`src/rtl/ppr_pkg.sv`:
```
package ppr_pkg;

  localparam int TILES      = 16;
  localparam int TILE_W     = 4;
  localparam int BOARD_W    = 64;
  localparam int CODE_W     = 3;
  localparam int MAP_W      = 48;
  localparam int RANK_W     = 45;
  localparam int NCELL_W    = 5;
  localparam int GCNT_W     = 3;
  localparam int GIDX_W     = 2;
  localparam int REG_IDX_W  = 2;
  localparam int QUADS      = TILES / 4;
  localparam int CELLS_MIN  = 4;
  localparam int CELLS_DEF  = 16;
  localparam int GROUPS_DEF = 4;

  localparam logic [MAP_W-1:0]   MAP_RESET    = '1;
  localparam logic [NCELL_W-1:0] NCELL_RESET  = NCELL_W'(16);
  localparam logic [GCNT_W-1:0]  GCOUNT_RESET = GCNT_W'(1);

  typedef enum logic [REG_IDX_W-1:0] {
    REG_TILE_GROUP_MAP = 2'd0,
    REG_CELLS_IN_USE   = 2'd1,
    REG_GROUP_COUNT    = 2'd2
  } reg_idx_t;

  typedef logic [TILE_W-1:0] tile_t;
  typedef logic [RANK_W-1:0] rank_t;

  typedef struct packed {
    logic               found;
    tile_t              first;
    tile_t              lastc;
    logic [CODE_W-1:0]  code;
    logic               member;
  } tile_info_t;

  typedef struct packed {
    tile_t              digit;
    tile_t              pos;
    logic [CODE_W-1:0]  code;
    logic               member;
  } tile_digit_t;

  // Entry a*TILES+b holds the falling factorial a*(a-1)*...*(a-b+1).
  function automatic logic [TILES*TILES-1:0][RANK_W-1:0] fall_table();
    logic [TILES*TILES-1:0][RANK_W-1:0] tab;
    logic [RANK_W-1:0] acc;
    tab = '0;
    for (int a = 0; a < TILES; a++) begin
      acc = RANK_W'(1);
      for (int b = 0; b < TILES; b++) begin
        tab[a*TILES+b] = acc;
        if (b < a) begin
          acc = RANK_W'(acc * RANK_W'(a - b));
        end else begin
          acc = '0;
        end
      end
    end
    return tab;
  endfunction

  localparam logic [TILES*TILES-1:0][RANK_W-1:0] FALL_TAB = fall_table();

endpackage

```
`src/rtl/ppr_emit.sv`:
```
module ppr_emit import ppr_pkg::*; #(
  parameter int GROUPS = GROUPS_DEF
) (
  input  logic               clk,
  input  logic               rst,
  input  logic               in_valid,
  input  rank_t              ranks [GROUPS],
  input  logic [GCNT_W-1:0]  gcount,
  output logic               strobe,
  output logic [GIDX_W-1:0]  group_index,
  output rank_t              rank,
  output logic               last
);

  logic [GCNT_W-1:0] left;
  rank_t             hold [GROUPS];

  always_ff @(posedge clk) begin
    if (rst) begin
      strobe <= 1'b0;
      left   <= '0;
    end else if (in_valid) begin
      strobe <= 1'b1;
      left   <= gcount - GCNT_W'(1);
    end else if (left != '0) begin
      strobe <= 1'b1;
      left   <= left - GCNT_W'(1);
    end else begin
      strobe <= 1'b0;
    end
  end

  always_ff @(posedge clk) begin
    if (in_valid) begin
      group_index <= '0;
      rank        <= ranks[0];
      last        <= (gcount == GCNT_W'(1));
      for (int i = 0; i < GROUPS - 1; i++) begin
        hold[i] <= ranks[i+1];
      end
      hold[GROUPS-1] <= '0;
    end else if (left != '0) begin
      group_index <= group_index + GIDX_W'(1);
      rank        <= hold[0];
      last        <= (left == GCNT_W'(1));
      for (int i = 0; i < GROUPS - 1; i++) begin
        hold[i] <= hold[i+1];
      end
      hold[GROUPS-1] <= '0;
    end
  end

  a_no_overlap: assert property (@(posedge clk) disable iff (rst)
    in_valid |-> left == '0)
    else $error("A new board reached the output while results were still pending.");

  a_index_steps: assert property (@(posedge clk) disable iff (rst)
    strobe && !last |=> strobe && group_index == $past(group_index) + GIDX_W'(1))
    else $error("The results of one board were not emitted in consecutive group order.");

endmodule

```
`config.mk`:
```
export PLATFORM = sky130hd
export DESIGN_NAME = ppr_emit
export DESIGN_NICKNAME = d
export VERILOG_FILES = /design/src/rtl/ppr_pkg.sv /design/src/rtl/ppr_emit.sv
export SDC_FILE = /design/constraint.sdc
export NUM_CORES = 1
export LEC_CHECK = 0
export BUFFER_PORTS_ARGS = -buffer_cell sky130_fd_sc_hd__buf_2
export CORE_UTILIZATION = 48
export CTS_BUF_LIST = sky130_fd_sc_hd__clkbuf_2 sky130_fd_sc_hd__clkbuf_4 sky130_fd_sc_hd__clkbuf_8
export CTS_CLUSTER_SIZE = 20
export DETAILED_ROUTE_END_ITERATION = 12
export GPL_ROUTABILITY_DRIVEN = 1
export GPL_TIMING_DRIVEN = 0
export PLACE_DENSITY = 0.85
export SLEW_MARGIN = 20
export SYNTH_ARGS = -nofsm -noshare
export SYNTH_HDL_FRONTEND = slang
export SYNTH_SLANG_ARGS = --single-unit
```
`constraint.sdc`:
```
create_clock -name clk -period 6.8 [get_ports clk]
set_input_delay 1.02 -clock clk [delete_from_list [all_inputs] [get_ports clk]]
set_output_delay 1.02 -clock clk [all_outputs]
set_load 0.02 [all_outputs]
```
# [After elaboration in Yosys (flattened, before gate mapping)]
# Memories as Yosys holds them, arrays and structs flattened.
# Index checks and enable logic that the tools add are counted.
[totals] ff_bits=52 ram_bits=180 in_bits=186 output_inout_bits=49 n_memories=1
[classes] n_addsub=3 eq_ne=2 n_mux=16 bitwise_logic=4 reduce_logical=2
[mem_list] name="hold" depth=4 width=45 rd=4 rd_clocked_by_memory_dff=0 write_ports=4 line="ppr_emit.sv:16" source="rank_t hold [GROUPS];"
[ops] operator="2-to-1 mux 45 bit" n=6
[ops] operator="2-to-1 mux 1 bit" n=8
[ops] operator="equality test 3 x 1 -> 1 bit (second input constant)" n=2
[ops] operator="2-to-1 mux 3 bit" n=2
[ops] operator="subtractor 3 x 1 -> 3 bit (second input constant)" n=2
[ops] operator="OR 1 bit" n=4
[ops] operator="nonzero test 3 bit" n=1
[ops] operator="adder 2 x 1 -> 2 bit (second input constant)" n=1
[ops] operator="nonzero test 2 bit" n=1

# [Depth between registers and ports, before layout]
# Gate-level depths: netlist of the first run.
[logic_depth] ltp_word=5 depth_mapped=8 ltp_nobuf=5

# [Worst setup path before layout of the first run]
# No wires, ideal clock.
[synth_path] path_type="input-to-reg" from="input port in_valid" to="memory hold[0][0] in the netlist's numbering, enable pin" setup_ns=0.575 t_arrival_ns=5.822 slack_ns=0.403 stages=3 cell_sequence="buf_2 buf_2 nand2b_1"
[synth_lines] element="start: declaration" line="ppr_emit.sv:6" source="input logic in_valid,"
[synth_lines] element="end: declaration" line="ppr_emit.sv:16"

==> results.md, run 1 <==
* Syn_nets at 615
* Die height at 129 um
* Post-synth EDFFs at 181
* Metal-1 WL at 5670 um
* Worst Tran Pin Value at 0.465 ns
* Initial antenna violation count at 0
* Initial Util at 49.1%
* Worst hold path class: reg -> reg
* Asr flop ratio synth at 0%
* WHS at 0.518 ns
* Router iterations before antenna repair at 6
* Clk_lat worst skew at 0.44 ns
* Metal2 WL at 8040 um
* CTS Root Cell: clkbuf_8
* Overall routing resource usage at 18.0%
* CTS Hold Bufs at 0
* FF/Latch Area at 5560 um2
* Port Buffer Count at 233
* 1st-iter DRT viols at 182
* # setup viols final at 0
* DRC viols at 0
* Mapped Avg Cell Area at 18.3 um2
* Layout cells sized above 1 at 61.0%
* Post-cts resize count at 0
* Period utilization at 32.5%
* Vias in the first global route at 4641
* TritonCTS clock tree: built
* Die width at 129 um
* Antenna Diode Count at 0
* Synth area leaders: edfxtp_1 70%, mux2_2 19%, nor2b_1 3.9%, dfxtp_1 1.5%, mux2_4 0.97%
* FILL cells at 1197
* Met3 Wirelength at 800 um
* Postcts setup bufs at 0
* LEAKAGE at 0.00393 uW
* Minimum clock period at 2.21 ns
* Via count at 4407
* Global route overflow at 0
* Num CTS Buffers at 17
* YS warnings at 0
* Pin count of the biggest net entering global routing at 61
* Multi-input logic area at 2050 um2
* Pwr dens at 277 nW/um2
* Antenna Nets Post-Route at 0
* Cells after Synth at 424
* H-tree depth at 4
* GPL Wtd Cong at 0.742
* Post-synthesis sequential area ratio at 71.5%
* Peak supply drop at 0.168 mV
* Avg Vias per Cell at 4.87
* Critical path peak fanout at 60
* Final #Nets at 870
* Crit path launch type: input pin
* Distinct cells, synth at 22
* Status: completed
* RSZ-0062 raised after global routing: no
* Most frequent cells after synthesis: 181 x edfxtp_1, 130 x mux2_2, 48 x nor2b_1, 11 x buf_2, 9 x buf_4
* First-pass GRT wire length at 22300 um
* Area delta synth->final at 23.8%
* Avg WL per Cell at 16.4 um
* Max-capacitance violation count at 0
* Crit. End Element: register
* Clock tree buffer depth at 2
* Hpwl dp at 10800 um
* Endpoints failing hold at 0
* Count of pins over their slew limit at 0
* Top Metal Used: met4
* Clk slew on worst S/H paths at 0.09 ns
* Top-area cell type share of the netlist area at 70.0%
* Die area at 16700 um2
* Core ar. at 15800 um2
* Setup Crit Path Kind: in -> reg
* Ys flop type: edfxtp_1
* Most common cell in the netlist: edfxtp_1
* Synth area leader: edfxtp_1
* Cell Area, Synth at 7770 um2
* Final WL at 14800 um
* Final setup TNS at 0 ns
* Rel. slew slack at 69.0%
* Clock Skew at 0.0105 ns
* F_max at 452 MHz
* # IOs at 235
* FF+latch count, synth at 187
* FP Rows at 46
* Crit path DAT at 2.33 ns
* Clock sink total at 187
* Worst EP required at 6.92 ns
==> final cells by class <==
type | instances | share of cell area, %
multi-input cells | 210 | 21.4
inverters | 5 | 0.195
flip-flops and latches | 187 | 57.8
clock buffers | 19 | 2.59
clock inverters | 10 | 0.833
repair buffers | 236 | 12.9
plain buffers | 22 | 1.51
well taps | 216 | 2.81
==> worst max-delay path: stages <==
cell      delay, ns
buf_2          0.20
buf_2          0.26
nand2b_4       0.46
buf_16         0.32
==> routing by layer <==
metal	GRT usage, %	vias to the layer above
met3	4.25	25
met1	19.8	2120
met5	0	-
li1	-	2104
met2	32.7	158
met4	8.72	0
==> cells in the final DEF (no fill, tap or decap) <==
cell / n
nor3b_1: 1
ha_1: 5
nor3_1: 3
a2111oi_0: 2
nand2b_4: 1
nor2_1: 3
dfxtp_1: 6
nand2b_1: 1
or3_1: 1
o21ai_0: 2
a211oi_1: 2
mux2_2: 130
clkinv_2: 2
edfxtp_1: 181
bufinv_16: 1
clkbuf_4: 2
buf_2: 244
buf_6: 2
clkinv_1: 4
buf_12: 1
buf_16: 2
clkinv_4: 2
nor2b_1: 48
buf_4: 9
mux2_4: 5
a21oi_1: 1
nand2_1: 2
clkbuf_8: 17
inv_1: 5
xnor2_1: 2
clkinvlp_4: 1
nor2_8: 1
==> per-stage QoR <==
step                      instances  util (%)  cell area, um2  power, uW  setup slack [ns]
after floorplan                 424         -            7770       1880             0.403
after global placement          873      58.1            9200       2030             -1.14
after detailed placement        876      58.7            9290       2040              4.09
after CTS                       905      60.7            9610       2690              4.59
after global routing            905      60.7            9610       2770              4.52
final                           905      60.7            9610       2660              4.59
==> kinds of logic after synthesis <==
kind of cell	share of synthesized area [%]
AND/OR/NAND/NOR	4.90
multiplexers	19.8
buffers and inverters	2.11
adder cells (fa/ha/maj)	0.806
XOR/XNOR	0.226
AO/OA/AOI/OAI	0.612
flip-flops	71.5
==> state kept, by name (all words and copies together), names as in the netlist <==
| name | count |
|---|---|
| hold | 135 |
| left | 3 |
| group_index | 2 |
| last | 1 |
| strobe | 1 |
| rank | 45 |
==> report_power, final <==
group,total (uW),internal [uW],switching (uW)
Sequential,1550,1500,47.6
Clock,652,286,365
Combinational,459,220,238
Total,2660,2010,651
==> worst paths after layout <==
check | from | end | slack [ns] | cells after the start
worst min-delay path | group_index[1]$_SDFFE_PP0P_ | group_index[1]$_SDFFE_PP0P_ | 0.52 | 2
worst max register to register | left[0]$_SDFFE_PP0P_ | hold[1][41]$_DFFE_PP_ | 4.66 | 8
worst max-delay path | in_valid | hold[1][8]$_DFFE_PP_ | 4.59 | 4
worst min register to register | group_index[1]$_SDFFE_PP0P_ | group_index[1]$_SDFFE_PP0P_ | 0.52 | 2
Note: power is estimated with default switching activity, not from simulation.
==> run 2, diff against run 1 <==
- clock period: 6.8 -> 1.9 ns (I/O delays scaled with it)
==> results.md, run 2 (same netlist as run 1, synthesis figures left out) <==
* Status: completed
* Avg Vias per Cell at 4.91
* Avg WL per Cell at 16.6 um
* Period utilization at 96.0%
* Pwr dens at 992 nW/um2
* Worst EP required at 2.09 ns
* Worst hold path class: in -> reg
* Rel. slew slack at 70.2%
* Minimum clock period at 1.82 ns
* Setup Crit Path Kind: reg -> reg
* TritonCTS clock tree: built
* Die area at 16700 um2
* H-tree depth at 4
* Most common cell after layout, fill and taps aside: buf_2
* Clk slew on worst S/H paths at 0.09 ns
* Clock Skew at 0.0122 ns
* Setup slack after layout at 0.0754 ns
* Crit path launch type: register
* Count of pins over their slew limit at 0
* Router iterations before antenna repair at 6
* Critical Path Slowest Stage Cell: dfxtp_2
* Via count at 4499
* Core ar. at 15800 um2
* LEAKAGE at 0.00401 uW
* Hpwl dp at 10800 um
* Layout cells sized above 1 at 62.6%
* Endpoints failing hold at 0
* Final Util at 61.9%
* # IOs at 235
* Global route overflow at 0
* Area delta synth->final at 26.2%
* Initial Util at 49.1%
* WHS at 0.0724 ns
* Worst setup path endpoint: hold[1][21]$_DFFE_PP_
* RSZ-0062 raised after global routing: yes
* Final #Nets at 880
* Initial antenna violation count at 0
* FP Rows at 46
* # setup viols final at 0
* Clock sink total at 187
* Slowest cell delay on critical path at 0.35 ns
* Clock tree buffer depth at 2
* Final WL at 15200 um
* Critical path peak fanout at 10
* Vias in the first global route at 4618
* R2R Setup Slk at 0.08 ns
* Crit. End Element: register
* Max-capacitance violation count at 0
* CTS Root Cell: clkbuf_8
* Pre-CTS WS at -0.445 ns
* Overall routing resource usage at 18.5%
* Die height at 129 um
* Port Buffer Count at 233
* Largest registers: hold (135), rank (45), left (3)
* Crit-path cells: inv_2 -> ha_4 -> nor2b_4 -> nor2_8 -> buf_6 -> mux2_2
* Commonest non-fill, non-tap cells in the layout: 243 x buf_2, 181 x edfxtp_1, 126 x mux2_2
* GPL Wtd Cong at 0.758
* F_max at 548 MHz
* Num CTS Buffers at 17
* 1st-iter DRT viols at 172
* DRC viols at 0
* Crit path from: left[1]$_SDFFE_PP0P_
* Final setup TNS at 0 ns
* Antenna Nets Post-Route at 0
* Die width at 129 um
* Max reg flops at 135
* Pin count of the biggest net entering global routing at 92
* First-pass GRT wire length at 22700 um
* Worst reg2reg path startpoint: left[1]$_SDFFE_PP0P_
* Crit path DAT at 2.02 ns
* Top reg by flops: hold
* Clk_lat worst skew at 0.45 ns
* Antenna Diode Count at 0
* FILL cells at 1145
* Worst Tran Pin Value at 0.447 ns
* R2r worst-path depth at 6
* Peak supply drop at 0.487 mV
* R2R Path End: hold[1][21]$_DFFE_PP_
run 2: cell types whose count changed in the layout (fill, tap and decap cells not counted), sizes merged:
cell         delta
buf             +6
clkbuf          -1
clkinv          -3
clkinvlp        +3
dlygate4sd3     +1
inv             +3
nand2b          +2
nor2            +1
run 2: cell type report:
type	instances	area (um2)	area share [%]
Timing Repair Buffer	245	1300	13.3
Clock buffer	18	241	2.46
Sequential cell	187	5560	56.7
Tap cell	216	270	2.76
Inverter	5	18.8	0.191
Clock inverter	13	120	1.23
Buffer	20	166	1.70
Multi-Input combinational cell	213	2120	21.7
run 2: repair_timing:
action | in CTS | in global routing
pin swaps | 1 | 2
resized for setup | 8 | 13
setup buffers | 8 | 1
hold buffers | 1 | 0
cloned | 3 | 0
endpoints found under the setup margin | 238 | 183
endpoints found under the hold margin | 1 | 0
run 2: how the worst min path moves through the flow:
stage,startpoint,endpoint,slack [ns],cells after the start
floorplan,rst,strobe$_SDFF_PP0_,0.36,1
global placement,group_index[1]$_SDFFE_PP0P_,group_index[1]$_SDFFE_PP0P_,0.47,2
detailed placement,group_index[1]$_SDFFE_PP0P_,group_index[1]$_SDFFE_PP0P_,0.50,2
CTS,gcount[0],left[0]$_SDFFE_PP0P_,0.03,2
global route,gcount[0],left[0]$_SDFFE_PP0P_,0.04,2
finish,gcount[0],left[0]$_SDFFE_PP0P_,0.07,2
run 2: per-layer routing:
metal / track usage [%] / part of all wire [%] / vias up
met5: 0 / 0 / -
met4: 9.55 / 3.0 / 0
met3: 5.20 / 5.9 / 34
met2: 33.8 / 53 / 165
met1: 19.4 / 38 / 2167
li1: - / - / 2133
run 2: metrics by stage:
stage	area (um2)	std cells	power, uW
after CTS	9770	918	9800
after global placement	9230	873	7200
after global routing	9800	917	10100
final	9800	917	9730
after floorplan	7790	424	6690
after detailed placement	9290	876	7310
run 2: power by group:
group          total (uW)  internal, uW  switching [uW]
logic                1730           845             889
clock network        2440          1050            1390
registers            5550          5380             174
total                9730          7270            2450
run 2: worst max-delay path: cells and delay by family, from the launching register on:
family	cells	cell delay [ns]
multiplexers	1	0.35
AND/OR/NAND/NOR	2	0.46
adder cells (fa/ha/maj)	1	0.16
flip-flops	1	0.35
buffers and inverters	2	0.25
==> run 3, diff against run 2 <==
- PLACE_DENSITY: 0.85 -> 0.78
==> results.md, run 3 (same netlist as run 1, synthesis figures left out) <==
* Status: completed
* Crit. End Element: register
* Router iterations before antenna repair at 4
* Pwr dens at 979 nW/um2
* First-pass GRT wire length at 22600 um
* Die width at 129 um
* Final Cell Area at 10300 um2
* # setup viols final at 0
* Peak supply drop at 0.592 mV
* Commonest non-fill, non-tap cells in the layout: 244 x buf_2, 181 x edfxtp_1, 75 x mux2_4
* Top reg by flops: hold
* Worst Tran Pin Value at 0.438 ns
* Most common cell after layout, fill and taps aside: buf_2
* Clock sink total at 187
* TritonCTS clock tree: built
* Critical Path Slowest Stage Cell: dfxtp_2
* Worst EP required at 2.11 ns
* FP Rows at 46
* H-tree depth at 4
* Slowest cell delay on critical path at 0.37 ns
* Overall routing resource usage at 18.5%
* Period utilization at 99.8%
* Final #Nets at 890
* Setup Crit Path Kind: reg -> reg
* Area delta synth->final at 33.2%
* CTS Root Cell: clkbuf_8
* Die height at 129 um
* Crit path DAT at 2.11 ns
* Clk_lat worst skew at 0.46 ns
* Initial antenna violation count at 0
* Via count at 4562
* Num CTS Buffers at 17
* CP delay by family, top: buffers and inverters
* F_max at 527 MHz
* Critical path peak fanout at 6
* Antenna Nets Post-Route at 0
* Final WL at 16500 um
* Global route overflow at 0
* Vias in the first global route at 4607
* Worst hold path class: in -> reg
* Clock Skew at 0.0109 ns
* Buf+Inv Stages, Crit Path at 4
* Rel. slew slack at 70.1%
* Minimum clock period at 1.90 ns
* Max-capacitance violation count at 0
* Crit path launch type: register
* Endpoints failing hold at 0
* Largest registers: hold (135), rank (45), left (3)
* Non-filler cells, final at 928
* Antenna Diode Count at 0
* WHS at 0.0778 ns
* GPL Wtd Cong at 0.785
* Pin count of the biggest net entering global routing at 49
* Initial Util at 49.1%
* Area after DPL at 9290 um2
* Crit-path cells: inv_4 -> ha_4 -> nor2b_4 -> buf_6 -> nor2_8 -> buf_12 -> clkbuf_16 -> mux2_4
* # IOs at 235
* Avg WL per Cell at 17.8 um
* DRC viols at 0
* Avg Vias per Cell at 4.92
* Core ar. at 15800 um2
* Layout cells sized above 1 at 63.1%
* LEAKAGE at 0.00440 uW
* Total Power at 10100 uW
* Clock tree buffer depth at 2
* Clk slew on worst S/H paths at 0.09 ns
* Die area at 16700 um2
* Count of pins over their slew limit at 0
* Max reg flops at 135
* Hpwl dp at 11000 um
* Final setup TNS at 0 ns
* R2R Setup Slk at 0.004 ns
* RSZ-0062 raised after global routing: yes
* 1st-iter DRT viols at 215
* Port Buffer Count at 233
* DP Cell Count at 876
[run 3: changes by cell type in the layout (fill, tap and decap cells not counted), moves of 2 or more]
cell / previous run / this run
mux2_2: 126 / 60
mux2_4: 9 / 75
buf_12: 2 / 10
clkbuf_16: 0 / 6
buf_6: 7 / 2
buf_16: 1 / 3
[run 3: power by group]
| group | leakage [uW] | internal [uW] | switching [uW] |
|---|---|---|---|
| sequential | 0.00194 | 5380 | 185 |
| clock | 0.000176 | 1050 | 1430 |
| combinational | 0.00228 | 1110 | 960 |
[run 3: worst paths after layout]
| kind | end | from | depth (start not counted) |
|---|---|---|---|
| worst max-delay path | hold[1][15]$_DFFE_PP_ | left[0]$_SDFFE_PP0P_ | 8 |
| worst min-delay path | left[0]$_SDFFE_PP0P_ | gcount[0] | 2 |
| worst max register to register | hold[1][15]$_DFFE_PP_ | left[0]$_SDFFE_PP0P_ | 8 |
| worst min register to register | group_index[1]$_SDFFE_PP0P_ | group_index[1]$_SDFFE_PP0P_ | 2 |
[run 3: worst register-to-register path, stage by stage, from the launching register on]
cell and delay [ns]:
dfxtp_2 0.37, inv_4 0.05, ha_4 0.15, nor2b_4 0.12, buf_6 0.14, nor2_8 0.17, buf_12 0.18, clkbuf_16 0.17
mux2_4 0.30
[run 3: area by class of cell]
type	instances	area (um2)
repair buffers	255	1540
fillers	1108	5490
multi-input cells	211	2350
clock inverters	14	121
flip-flops and latches	187	5560
inverters	5	21.3
well taps	216	270
plain buffers	22	244
clock buffers	18	241
[run 3: routing by layer]
layer	wire, um	GRT usage [%]	vias to the layer above
li1	-	-	2156
met1	6420	20.4	2206
met2	8770	32.4	174
met3	909	5.66	26
met4	382	9.62	0
met5	0	0	-
[run 3: per-stage QoR]
stage               setup WS (ns)  util (%)
finish                    0.00403      65.3
global route              -0.0615      65.3
CTS                      -0.00959      62.0
detailed placement         -0.381      58.7
global placement            -1.06      58.3
floorplan                  -0.591         -
[run 3: timing repair]
action	in CTS	in global routing
pin swaps	1	2
hold buffers	1	0
buffers inserted	4	7
endpoints found under the hold margin	2	0
cloned	2	6
resized for setup	17	83
endpoints found under the setup margin	238	93
