## config.mk

```make
export PLATFORM = sky130hd
export DESIGN_NAME = ppr_digit
export DESIGN_NICKNAME = d
export VERILOG_FILES = /design/src/rtl/ppr_pkg.sv /design/src/rtl/ppr_digit.sv
export SDC_FILE = /design/constraint.sdc
export NUM_CORES = 1
export LEC_CHECK = 0
export BUFFER_PORTS_ARGS = -buffer_cell sky130_fd_sc_hd__buf_2
export CAP_MARGIN = 10
export CORE_MARGIN = 5
export CORE_UTILIZATION = 35
export DETAILED_ROUTE_END_ITERATION = 16
export PLACE_DENSITY = 0.57
export SETUP_SLACK_MARGIN = 0.02
export SYNTH_ARGS = -nofsm -noshare
export SYNTH_HDL_FRONTEND = slang
export SYNTH_SLANG_ARGS = --single-unit
```

## constraint.sdc

```tcl
create_clock -name clk -period 14.51 [get_ports clk]
set_input_delay 0.7255 -clock clk [delete_from_list [all_inputs] [get_ports clk]]
set_output_delay 0.7255 -clock clk [all_outputs]
set_load 0.1 [all_outputs]
```

## src/rtl/ppr_pkg.sv

```systemverilog
package ppr_pkg;

  localparam int TILES      = 16;
  localparam int TILE_W     = 4;
  localparam int BOARD_W    = 64;
  localparam int CODE_W     = 3;
  localparam int MAP_W      = 48;
  localparam int RANK_W     = 45;
  localparam int NCELL_W    = 5;
  localparam int GCNT_W     = 3;
  localparam int GIDX_W     = 2;
  localparam int REG_IDX_W  = 2;
  localparam int QUADS      = TILES / 4;
  localparam int CELLS_MIN  = 4;
  localparam int CELLS_DEF  = 16;
  localparam int GROUPS_DEF = 4;

  localparam logic [MAP_W-1:0]   MAP_RESET    = '1;
  localparam logic [NCELL_W-1:0] NCELL_RESET  = NCELL_W'(16);
  localparam logic [GCNT_W-1:0]  GCOUNT_RESET = GCNT_W'(1);

  typedef enum logic [REG_IDX_W-1:0] {
    REG_TILE_GROUP_MAP = 2'd0,
    REG_CELLS_IN_USE   = 2'd1,
    REG_GROUP_COUNT    = 2'd2
  } reg_idx_t;

  typedef logic [TILE_W-1:0] tile_t;
  typedef logic [RANK_W-1:0] rank_t;

  typedef struct packed {
    logic               found;
    tile_t              first;
    tile_t              lastc;
    logic [CODE_W-1:0]  code;
    logic               member;
  } tile_info_t;

  typedef struct packed {
    tile_t              digit;
    tile_t              pos;
    logic [CODE_W-1:0]  code;
    logic               member;
  } tile_digit_t;

  // Entry a*TILES+b holds the falling factorial a*(a-1)*...*(a-b+1).
  function automatic logic [TILES*TILES-1:0][RANK_W-1:0] fall_table();
    logic [TILES*TILES-1:0][RANK_W-1:0] tab;
    logic [RANK_W-1:0] acc;
    tab = '0;
    for (int a = 0; a < TILES; a++) begin
      acc = RANK_W'(1);
      for (int b = 0; b < TILES; b++) begin
        tab[a*TILES+b] = acc;
        if (b < a) begin
          acc = RANK_W'(acc * RANK_W'(a - b));
        end else begin
          acc = '0;
        end
      end
    end
    return tab;
  endfunction

  localparam logic [TILES*TILES-1:0][RANK_W-1:0] FALL_TAB = fall_table();

endpackage

```

## src/rtl/ppr_digit.sv

```systemverilog
module ppr_digit import ppr_pkg::*; #(
  parameter int GROUPS = GROUPS_DEF
) (
  input  logic                clk,
  input  logic                rst,
  input  logic                in_valid,
  input  tile_info_t          info [TILES],
  input  logic [NCELL_W-1:0]  ncells,
  input  logic [GCNT_W-1:0]   gcount,
  output logic                out_valid,
  output tile_digit_t         digits [TILES],
  output tile_t               mcount [GROUPS],
  output logic [NCELL_W-1:0]  out_ncells,
  output logic [GCNT_W-1:0]   out_gcount
);

  tile_digit_t digits_next [TILES];
  tile_t       mcount_next [GROUPS];

  always_comb begin
    tile_t below;
    tile_t pos;
    logic  same;
    for (int t = 0; t < TILES; t++) begin
      below = '0;
      pos   = '0;
      for (int u = 0; u < TILES; u++) begin
        same = (u < t) && info[u].member && (info[u].code == info[t].code);
        if (same) begin
          pos = pos + TILE_W'(1);
        end
        if (same && info[u].found && (info[u].first < info[t].lastc)) begin
          below = below + TILE_W'(1);
        end
      end
      digits_next[t].digit  = info[t].found ? (info[t].lastc - below) : '0;
      digits_next[t].pos    = pos;
      digits_next[t].code   = info[t].code;
      digits_next[t].member = info[t].member;
    end
  end

  always_comb begin
    tile_t cnt;
    for (int g = 0; g < GROUPS; g++) begin
      cnt = '0;
      for (int t = 0; t < TILES; t++) begin
        if (info[t].member && (info[t].code == CODE_W'(g))) begin
          cnt = cnt + TILE_W'(1);
        end
      end
      mcount_next[g] = cnt;
    end
  end

  always_ff @(posedge clk) begin
    if (rst) begin
      out_valid <= 1'b0;
    end else begin
      out_valid <= in_valid;
    end
  end

  always_ff @(posedge clk) begin
    digits     <= digits_next;
    mcount     <= mcount_next;
    out_ncells <= ncells;
    out_gcount <= gcount;
  end

endmodule

```

## Word level (Yosys, flattened, before mapping)

Index checks and enable logic that the tools add are counted.

| word-level totals | value |
|---|---|
| register bits after elaboration | 209 |
| input port bits | 219 |
| output and inout port bits | 217 |
| logic and storage cells | 1387 |

| cells by class | value |
|---|---|
| add/subtract/negate cells | 285 |
| magnitude comparators | 120 |
| equality and inequality tests | 168 |
| mux-type cells | 304 |
| reduce and logical (&&, ||, !) cells | 440 |

Operators by type and width:

| operator | number |
|---|---|
| 4-bit two-way mux | 266 |
| 4-bit by 1-bit adder with 4-bit output, second input constant | 265 |
| 4-bit less-than comparator | 120 |
| 1-bit logical AND | 424 |
| 3-bit equality test | 120 |
| 3-bit by 2-bit equality test with 1-bit output, second input constant | 32 |
| 4-bit subtractor | 13 |
| 3-bit by 1-bit equality test with 1-bit output, second input constant | 16 |
| 3-bit zero test | 16 |
| 1-bit two-way mux | 34 |
| 1-bit by 1-bit adder with 2-bit output, second input constant | 4 |
| 2-bit two-way mux | 3 |
| 4-bit by 1-bit subtractor with 4-bit output | 1 |
| 4-bit by 2-bit subtractor with 4-bit output | 1 |
| 2-bit by 1-bit adder with 3-bit output, second input constant | 1 |
| 3-bit two-way mux | 1 |

## Logic depth before layout (Yosys ltp)

Gate-level depths: netlist (run 1).

| logic depth | value |
|---|---|
| depth in word-level cells | 34 |
| gate-level depth with buffers | 54 |
| gate-level depth less buffers | 54 |

## Least setup slack after synthesis (run 1)

Ideal clock, no wire load.

| timing | value |
|---|---|
| kind | input-to-reg |
| from | in info[196] (netlist bit) |
| to | reg digits[11] (netlist bit) |
| library setup time | 0.118 ns |
| arrival | 10.366 ns |
| path slack | 4.026 ns |
| cell stages on the path | 49 |
| cells stage by stage | clkbuf_1 -> clkbuf_1 -> xnor2_1 -> and4_1 -> and4b_1 -> ha_1 -> xnor2_2 -> inv_1 -> ha_1 -> or3_1 -> mux2i_1 -> a211oi_1 -> ha_1 -> xnor2_1 -> a211oi_1 -> ha_1 -> inv_1 -> o2111a_1 -> [... 13 more ...] -> nor2_1 -> o22ai_1 -> a221oi_1 -> o221ai_1 -> and2_1 -> ha_1 -> mux2_2 -> inv_2 -> ha_1 -> a21o_1 -> a21oi_1 -> xnor2_1 -> xnor2_1 -> xnor2_1 -> xnor2_1 -> xnor3_1 -> a21oi_1 -> nor3b_2 |

| between the ends | value |
|---|---|
| cells in the longest elaborated chain, start to end | 34 |

Ends and longest elaborated chain:

| what | line | text |
|---|---|---|
| start: declaration | ppr_digit.sv:7 | `input tile_info_t info [TILES],` |
| 3-bit equality test (*) | ppr_digit.sv:28 | `same = (u < t) && info[u].member && (info[u].code == info[t].code);` |
| 1-bit logical AND (*) | ppr_digit.sv:28 |  |
| 1-bit logical AND (*) (2 in series) | ppr_digit.sv:32 | `if (same && info[u].found && (info[u].first < info[t].lastc)) begin` |
| 1-bit two-way mux (*) | ppr_digit.sv:32 |  |
| 4-bit by 1-bit adder with 4-bit output | ppr_digit.sv:33 | `below = below + TILE_W'(1);` |
| 4-bit two-way mux (*) | ppr_digit.sv:32 |  |
| 4-bit by 1-bit adder with 4-bit output | ppr_digit.sv:33 |  |
| 4-bit two-way mux (*) | ppr_digit.sv:32 |  |
| [... 17 more ...] | n/a |  |
| 4-bit two-way mux (*) | ppr_digit.sv:32 |  |
| 4-bit by 1-bit adder with 4-bit output | ppr_digit.sv:33 |  |
| 4-bit two-way mux (*) | ppr_digit.sv:32 |  |
| 4-bit by 1-bit adder with 4-bit output | ppr_digit.sv:33 |  |
| 4-bit two-way mux (*) | ppr_digit.sv:32 |  |
| 4-bit by 1-bit adder with 4-bit output | ppr_digit.sv:33 |  |
| 4-bit two-way mux (*) | ppr_digit.sv:32 |  |
| 4-bit subtractor (*) | ppr_digit.sv:36 | `digits_next[t].digit = info[t].found ? (info[t].lastc - below) : '0;` |
| end signal: assignment | ppr_digit.sv:65 | `digits <= digits_next;` |
| end: declaration | ppr_digit.sv:11 | `output tile_digit_t digits [TILES],` |

Every way passes the cells marked *; elsewhere a longest branch is shown, timed or not.
A chain may end at the register's enable or synchronous reset.

## Final worst setup path (run 1)

| timing | value |
|---|---|
| from | in info[2] (netlist bit) |
| to | reg digits[11] (netlist bit) |

| between the ends | value |
|---|---|
| cells in the longest elaborated chain, start to end | 34 |
| elaborated cells on any way between the ends | 90 |
| classes of those cells | 15 x add/sub; 15 x eq/ne; 15 x mux; 45 x reduce/logical |

Ends and longest elaborated chain:

| what | line |
|---|---|
| 3-bit equality test | ppr_digit.sv:28 |
| 1-bit logical AND | ppr_digit.sv:28 |
| 1-bit logical AND (2 in series) | ppr_digit.sv:32 |
| 1-bit two-way mux | ppr_digit.sv:32 |
| 4-bit by 1-bit adder with 4-bit output | ppr_digit.sv:33 |
| 4-bit two-way mux | ppr_digit.sv:32 |
| 4-bit by 1-bit adder with 4-bit output | ppr_digit.sv:33 |
| 4-bit two-way mux | ppr_digit.sv:32 |
| [... 17 more ...] | n/a |
| 4-bit two-way mux | ppr_digit.sv:32 |
| 4-bit by 1-bit adder with 4-bit output | ppr_digit.sv:33 |
| 4-bit two-way mux | ppr_digit.sv:32 |
| 4-bit by 1-bit adder with 4-bit output | ppr_digit.sv:33 |
| 4-bit two-way mux | ppr_digit.sv:32 |
| 4-bit by 1-bit adder with 4-bit output | ppr_digit.sv:33 |
| 4-bit two-way mux (*) | ppr_digit.sv:32 |
| 4-bit subtractor (*) | ppr_digit.sv:36 |

Marked as above.

==> flow_summary_export.csv, run 1 <==
group,metric,value,unit
logic_synthesis,ys_seq_area_frac,0.109,
detailed_routing,drt_iter0_drc,2087,
detailed_routing,routed_wirelength,131000,microns
detailed_routing,wl_per_cell,20.4,microns
floorplanning,die_y,339,microns
critical_path,critPathMaxFanout,21,
detailed_routing,first_pass_iters,5,
clock_network,cts-resized-gates,0,
global_routing,grt_overflow,0,
pwr,p_total,3.08,mW
place,dp_hpwl,103000,microns
cells_and_area,fillers,11100,
cells_and_area,fin_nets,5906,
sta,holdWs,0.219,ns
global_routing,grt_pass1_vias,32800,
critical_path,worst_path_max_delay_cell,"buf_2",
sta,drv_slew,0,
clock_network,numCtsBuffers,27,
logic_synthesis,syn_area,37900,sq um
job,maxCapViolCount,0,
floorplanning,rows,120,
sta,setup_viol,0,
logic_synthesis,yosysTopAreaCellShare,0.222,
critical_path,crit_type,"input pin to register",
floorplanning,start_util,0.353,
logic_synthesis,async_flop_share,0,
clock_network,clkTransAtPathRegs,0.07,ns
place,placed_area,41700,sq um
pwr,ir_drop,0.118,mV
logic_synthesis,ys_ff_latch,207,
logic_synthesis,synthCells,4614,
run_status,status,"finished, final reports clean",
sta,max_freq,89.8,MHz
sta,hold_viol_final,0,
pwr,power_leakage,19.2,nW
logic_synthesis,yosysTopAreaCell,"ha_1",
clock_network,ctsLongestPathBuffers,3,
sta,tns,0,ns
logic_synthesis,synth_edf_count,0,
detailed_routing,drtAntennaViolNets,0,
global_routing,antenna_found_initial,14,
logic_synthesis,synth_cell_types,101,
clock_network,cts_max_level,1,
detailed_routing,via_per_inst,5.30,
clock_network,post_cts_buffers,0,
pwr,p_per_area,72.2,nW/um^2
clock_network,tritoncts,"yes",
worst_hold_path,hold_class,"input pin to register",
floorplanning,core,107000,sq um
sta,rsz0062_at_grt,"false",
logic_synthesis,ys_warn_count,0,
cells_and_area,stdcell_area,42600,sq um
detailed_routing,drc,0,
sta,period_needed,11.13,ns
floorplanning,die_w,339,microns
global_routing,grt_max_degree,25,
floorplanning,io_pins,436,
critical_path,cp.required,14.98,ns
floorplanning,die-area,115000,sq um
sta,fin_crit_sh,0.767,
detailed_routing,vias,34100,
worst_hold_path,whs_path_depth,1,
place,place_congestion,0.914,
clock_network,clock_sinks,207,
global_routing,grt_first_pass_wirelength,196000,microns
critical_path,crit_top_cell,"ha_1",
logic_synthesis,avgSynthCellArea,8.21,sq um
sta,tightest_slew,1.11,ns
logic_synthesis,ys_top_cells_by_area,"ha_1, xnor2_1, dfxtp_1, inv_1, xor2_1",
cells_and_area,layout.core_utilization,0.398,
clock_network,cts_hold_buf,0,
cells_and_area,synthToLayoutAreaGrowth,12.5,%
clock_network,root_buffer,"clkbuf_16",
critical_path,max_stage_delay,0.48,ns
logic_synthesis,synth_flop_cell,"dfxtp_1",
place,port_buffers,421,
sta,slew_headroom,0.247,
critical_path,crit_path_start_kind,"input pin",
global_routing,grt_util_all_layers,0.218,
cells_and_area,drive_gt1_frac,0.142,
critical_path,worst_setup_path_end_kind,"register",
critical_path,arrival,11.61,ns
cell families after synthesis:
group,Yosys count,share of synthesized area
compound gates,714,0.124
xor+xnor,1043,0.258
fa+ha+maj,687,0.230
buf+inv,598,0.0624
flops,207,0.109
mux,146,0.0416
other cells,1,0.0000990
simple gates,1218,0.175
cells in the mapped netlist (16+ instances only):
master and number:
a31oi_1 32, nor2_1 216, a21boi_0 80, inv_1 431, xnor2_1 811, nand4_1 108
nor3b_1 26, and2_1 39, nand2b_1 66, a21o_1 78, xnor3_1 20, o21a_1 16
and4_1 38, nand2_1 344, dfxtp_1 207, o21ai_0 230, nand3_1 71, nor2b_1 27
nor4_1 19, buf_2 29, nor4b_1 51, o31ai_1 17, o211ai_1 27, nor3_1 75
nand4b_1 20, buf_1 28, and3_1 17, clkbuf_1 85, mux2i_1 55, xor2_1 180
mux2_2 91, ha_1 673, a211oi_1 28, nand3b_1 19, and4b_1 26, a21oi_1 86
worst max-delay path, delay by kind of cell:
family / cells / cell delay (ns)
AND/OR/NAND/NOR: 6 / 1.28
XOR/XNOR: 9 / 2.02
buffers and inverters: 5 / 0.81
AO/OA/AOI/OAI: 18 / 3.73
adder cells (fa/ha/maj): 8 / 2.34
multiplexers: 3 / 0.68
placed cells by master (no fill, tap or decap), types with 19 or more instances in the layout:
master and count:
nand3b_1 19, nand4_1 108, and4b_1 26, nand4b_1 20, and4_1 38, a21o_1 78
xnor2_1 811, buf_4 84, a21oi_1 86, nor4_1 19, ha_1 673, nor2_1 216
nor2b_1 27, nand2b_1 66, o211ai_1 27, clkbuf_16 27, xnor3_1 20, a21boi_0 80
nor3b_1 26, a211oi_1 28, inv_1 431, mux2_2 91, dfxtp_1 207, nand3_1 71
and2_1 39, buf_2 421, mux2i_1 55, nor3_1 75, a31oi_1 32, xor2_1 180
nand2_1 344, o21ai_0 230, nor4b_1 51
path summary, 6_finish.rpt:
kind	startpoint	endpoint
setup / recovery	info[2]	digits[11]$_SDFF_PN0_
hold / removal	gcount[2]	out_gcount[2]$_DFF_P_
stage by stage:
step | setup WS (ns) | cells
after floorplan | 4.03 | 4624
after global placement | 3.08 | 6373
after detailed placement | 2.96 | 6373
after CTS | 3.57 | 6423
after global routing | 2.47 | 6428
final | 3.38 | 6431
where the power goes:
part	leakage [nW]	switching [mW]	internal (mW)	total, mW
logic	17.1	1.21	0.526	1.74
registers	1.72	0.0146	0.632	0.646
clock network	0.437	0.293	0.398	0.691
registers in the layout (all words and copies together), names as in the netlist:
register,cells
digits,182
mcount,16
out_ncells,5
out_gcount,3
out_valid,1
layer usage:
layer  vias to the layer above  global-route usage  part of all wire
li1                      16700                   -                 -
met1                     16200               0.287              0.45
met2                       964               0.368              0.46
met3                       207              0.0317             0.065
met4                         2              0.0648             0.030
met5                         -                   0          0.000099
layout make-up:
class | instances | area (sq um) | area share
Tap cell | 1403 | 1760 | 0.0412
Antenna cell | 7 | 17.5 | 0.000411
Timing Repair Buffer | 506 | 2740 | 0.0644
Multi-Input combinational cell | 3819 | 31400 | 0.737
Inverter | 439 | 1650 | 0.0388
Clock buffer | 34 | 732 | 0.0172
Sequential cell | 207 | 4140 | 0.0972
Clock inverter | 16 | 170 | 0.00399
(Power assumes the default switching activity.)
==> inputs of run 2 (changes only) <==
ABC_AREA = 1   (was default)
PLACE_DENSITY = 0.59   (was 0.57)
clock period = 9.69 ns   (was 14.51 ns; I/O delays follow)
==> run 2 against run 1 <==
Hold slack lost 0.19 ns. Sequential power grew 48%. Sequential cell count is the same. Via count grew 26%. Non-clock buffer count grew 70. Highest routed layer unchanged.
==> flow_summary_export.csv, run 2 <==
group,metric,value,unit
logic_synthesis,async_flop_share,0,
floorplanning,rows,121,
detailed_routing,drc,0,
sta,fin_crit_sh,0.925,
global_routing,grt_overflow,0,
logic_synthesis,ys_seq_area_frac,0.108,
clock_network,root_buffer,"clkbuf_16",
cells_and_area,synthToLayoutAreaGrowth,14.5,%
pwr,p_per_area,101,nW/um^2
critical_path,worst_path_max_delay_cell,"ha_1",
logic_synthesis,synth_flop_cell,"dfxtp_1",
floorplanning,io_pins,436,
place,placed_area,42600,sq um
pwr,ir_drop,0.149,mV
clock_network,clkTransAtPathRegs,0.06,ns
sta,tightest_slew,1.23,ns
clock_network,numCtsBuffers,29,
cells_and_area,largest_registers,"digits: 182 flops, mcount: 16 flops, out_ncells: 5 flops",
sta,holdWs,0.0269,ns
sta,worst_slack,0.723,ns
cells_and_area,stdcell_area,43800,sq um
floorplanning,core,109000,sq um
detailed_routing,drt_iter0_drc,3649,
global_routing,grt_pass1_vias,39500,
logic_synthesis,ys_ff_latch,207,
sta,slew_headroom,0.159,
sta,tns,0,ns
logic_synthesis,synthTopCellsByCount,"nand2_1, inv_1, ha_1",
critical_path,crit_path_start_kind,"input pin",
cells_and_area,mostFrequentLayoutCells,"nand2_1, inv_1, ha_1",
sta,hold_viol_final,0,
worst_hold_path,hold_class,"input pin to register",
detailed_routing,routed_wirelength,154000,microns
cells_and_area,drive_gt1_frac,0.128,
floorplanning,start_util,0.352,
sta,max_freq,112,MHz
logic_synthesis,synth_edf_count,0,
detailed_routing,vias,42800,
cells_and_area,largest-register,"digits",
detailed_routing,drtAntennaViolNets,0,
cells_and_area,largest_reg_flops,182,
run_status,status,"finished, final reports clean",
critical_path,crit_type,"input pin to register",
clock_network,clock_sinks,207,
pwr,p_total,4.44,mW
logic_synthesis,ys_top_cells_by_area,"ha_1, nand2_1, dfxtp_1, inv_1, nand3_1",
clock_network,cts_max_level,1,
critical_path,critPathMaxFanout,3,
logic_synthesis,syn_area,38300,sq um
cells_and_area,fin_nets,7618,
global_routing,antenna_found_initial,18,
place,dp_slack,-0.0733,ns
logic_synthesis,ys_warn_count,0,
logic_synthesis,yosysTopAreaCell,"ha_1",
floorplanning,die_w,341,microns
logic_synthesis,yosysTopAreaCellShare,0.220,
place,place_congestion,0.986,
detailed_routing,wl_per_cell,18.9,microns
place,dp.cells,8080,
logic_synthesis,avgSynthCellArea,6.12,sq um
place,port_buffers,421,
logic_synthesis,synthCells,6250,
cells_and_area,layout.core_utilization,0.403,
sta,drv_slew,0,
floorplanning,die_y,341,microns
detailed_routing,via_per_inst,5.25,
critical_path,max_stage_delay,0.30,ns
cells_and_area,layout_commonest_cell,"nand2_1",
sta,period_needed,8.97,ns
logic_synthesis,yosysMostFrequentCell,"nand2_1",
sta,setup_viol,0,
place,dp_hpwl,126000,microns
clock_network,ctsLongestPathBuffers,3,
critical_path,worst_setup_path_end_kind,"register",
sta,rsz0062_at_grt,"false",
detailed_routing,first_pass_iters,9,
pwr,power_leakage,25.6,nW
logic_synthesis,synth_cell_types,60,
critical_path,arrival,9.46,ns
clock_network,tritoncts,"yes",
job,maxCapViolCount,0,
floorplanning,die-area,116000,sq um
global_routing,grt_max_degree,26,
cells_and_area,final-instance-count-excl-fill,8157,
global_routing,grt_util_all_layers,0.252,
critical_path,cp.required,10.18,ns
global_routing,grt_first_pass_wirelength,227000,microns
run 2: cell types whose count changed after synthesis, moves of 69 or more:
| cell | delta |
|---|---|
| nand2_1 | +1477 |
| nor2_1 | +126 |
| inv_2 | +88 |
| xnor2_1 | -720 |
| nand3_1 | +322 |
| a21oi_1 | +103 |
| o22ai_1 | +81 |
| a21boi_0 | -69 |
| a221oi_1 | +73 |
| mux2_2 | -79 |
| inv_1 | +524 |
run 2: power breakdown:
group / internal, mW / switching [mW] / leakage, nW
registers: 0.932 / 0.0215 / 1.72
logic: 0.599 / 1.74 / 23.4
clock network: 0.681 / 0.473 / 0.486
run 2: critical path: cells and delay by family:
family | cells | cell delay, ns
fa+ha+maj | 13 | 3.49
simple gates | 25 | 3.49
buf+inv | 10 | 1.05
compound gates | 6 | 0.93
run 2: timing repair:
| item | CTS | global route |
|---|---|---|
| buffers inserted | 0 | 1 |
| resized for setup | 0 | 24 |
| hold buffers | 13 | 0 |
| endpoints found under the setup margin | 0 | 15 |
| hold endpoints to repair | 13 | 0 |
run 2: cell families (layout without fill, tap and decap cells):
kind of cell    after synthesis  after routing  share of synthesized area
xor+xnor                    272            272                     0.0625
simple gates               2940           2940                      0.331
fa+ha+maj                   687            687                      0.227
other cells                   1             21                  0.0000980
compound gates              902            902                      0.143
buf+inv                    1224           1697                      0.123
mux                          17             17                    0.00484
flops                       207            207                      0.108
run 2: worst paths after layout:
kind	start	endpoint	slack, ns	cells after the start
setup / recovery	info[195]	digits[23]$_SDFF_PN0_	0.72	54
hold / removal	info[201]	digits[190]$_SDFF_PN0_	0.03	3
run 2: metal layers:
metal	share of wire	track usage	vias up
met5	0.00045	0	-
met4	0.054	0.117	12
met3	0.076	0.0407	355
met2	0.45	0.430	1552
met1	0.42	0.310	19500
li1	-	-	21400
run 2: area by class of cell:
type	instances	area (sq um)
Clock inverter	17	223
Tap cell	1414	1770
Fill cell	11800	64900
Timing Repair Buffer	576	3320
Clock buffer	35	778
Antenna cell	10	25.0
Inverter	1069	4020
Multi-Input combinational cell	4829	29500
Sequential cell	207	4140
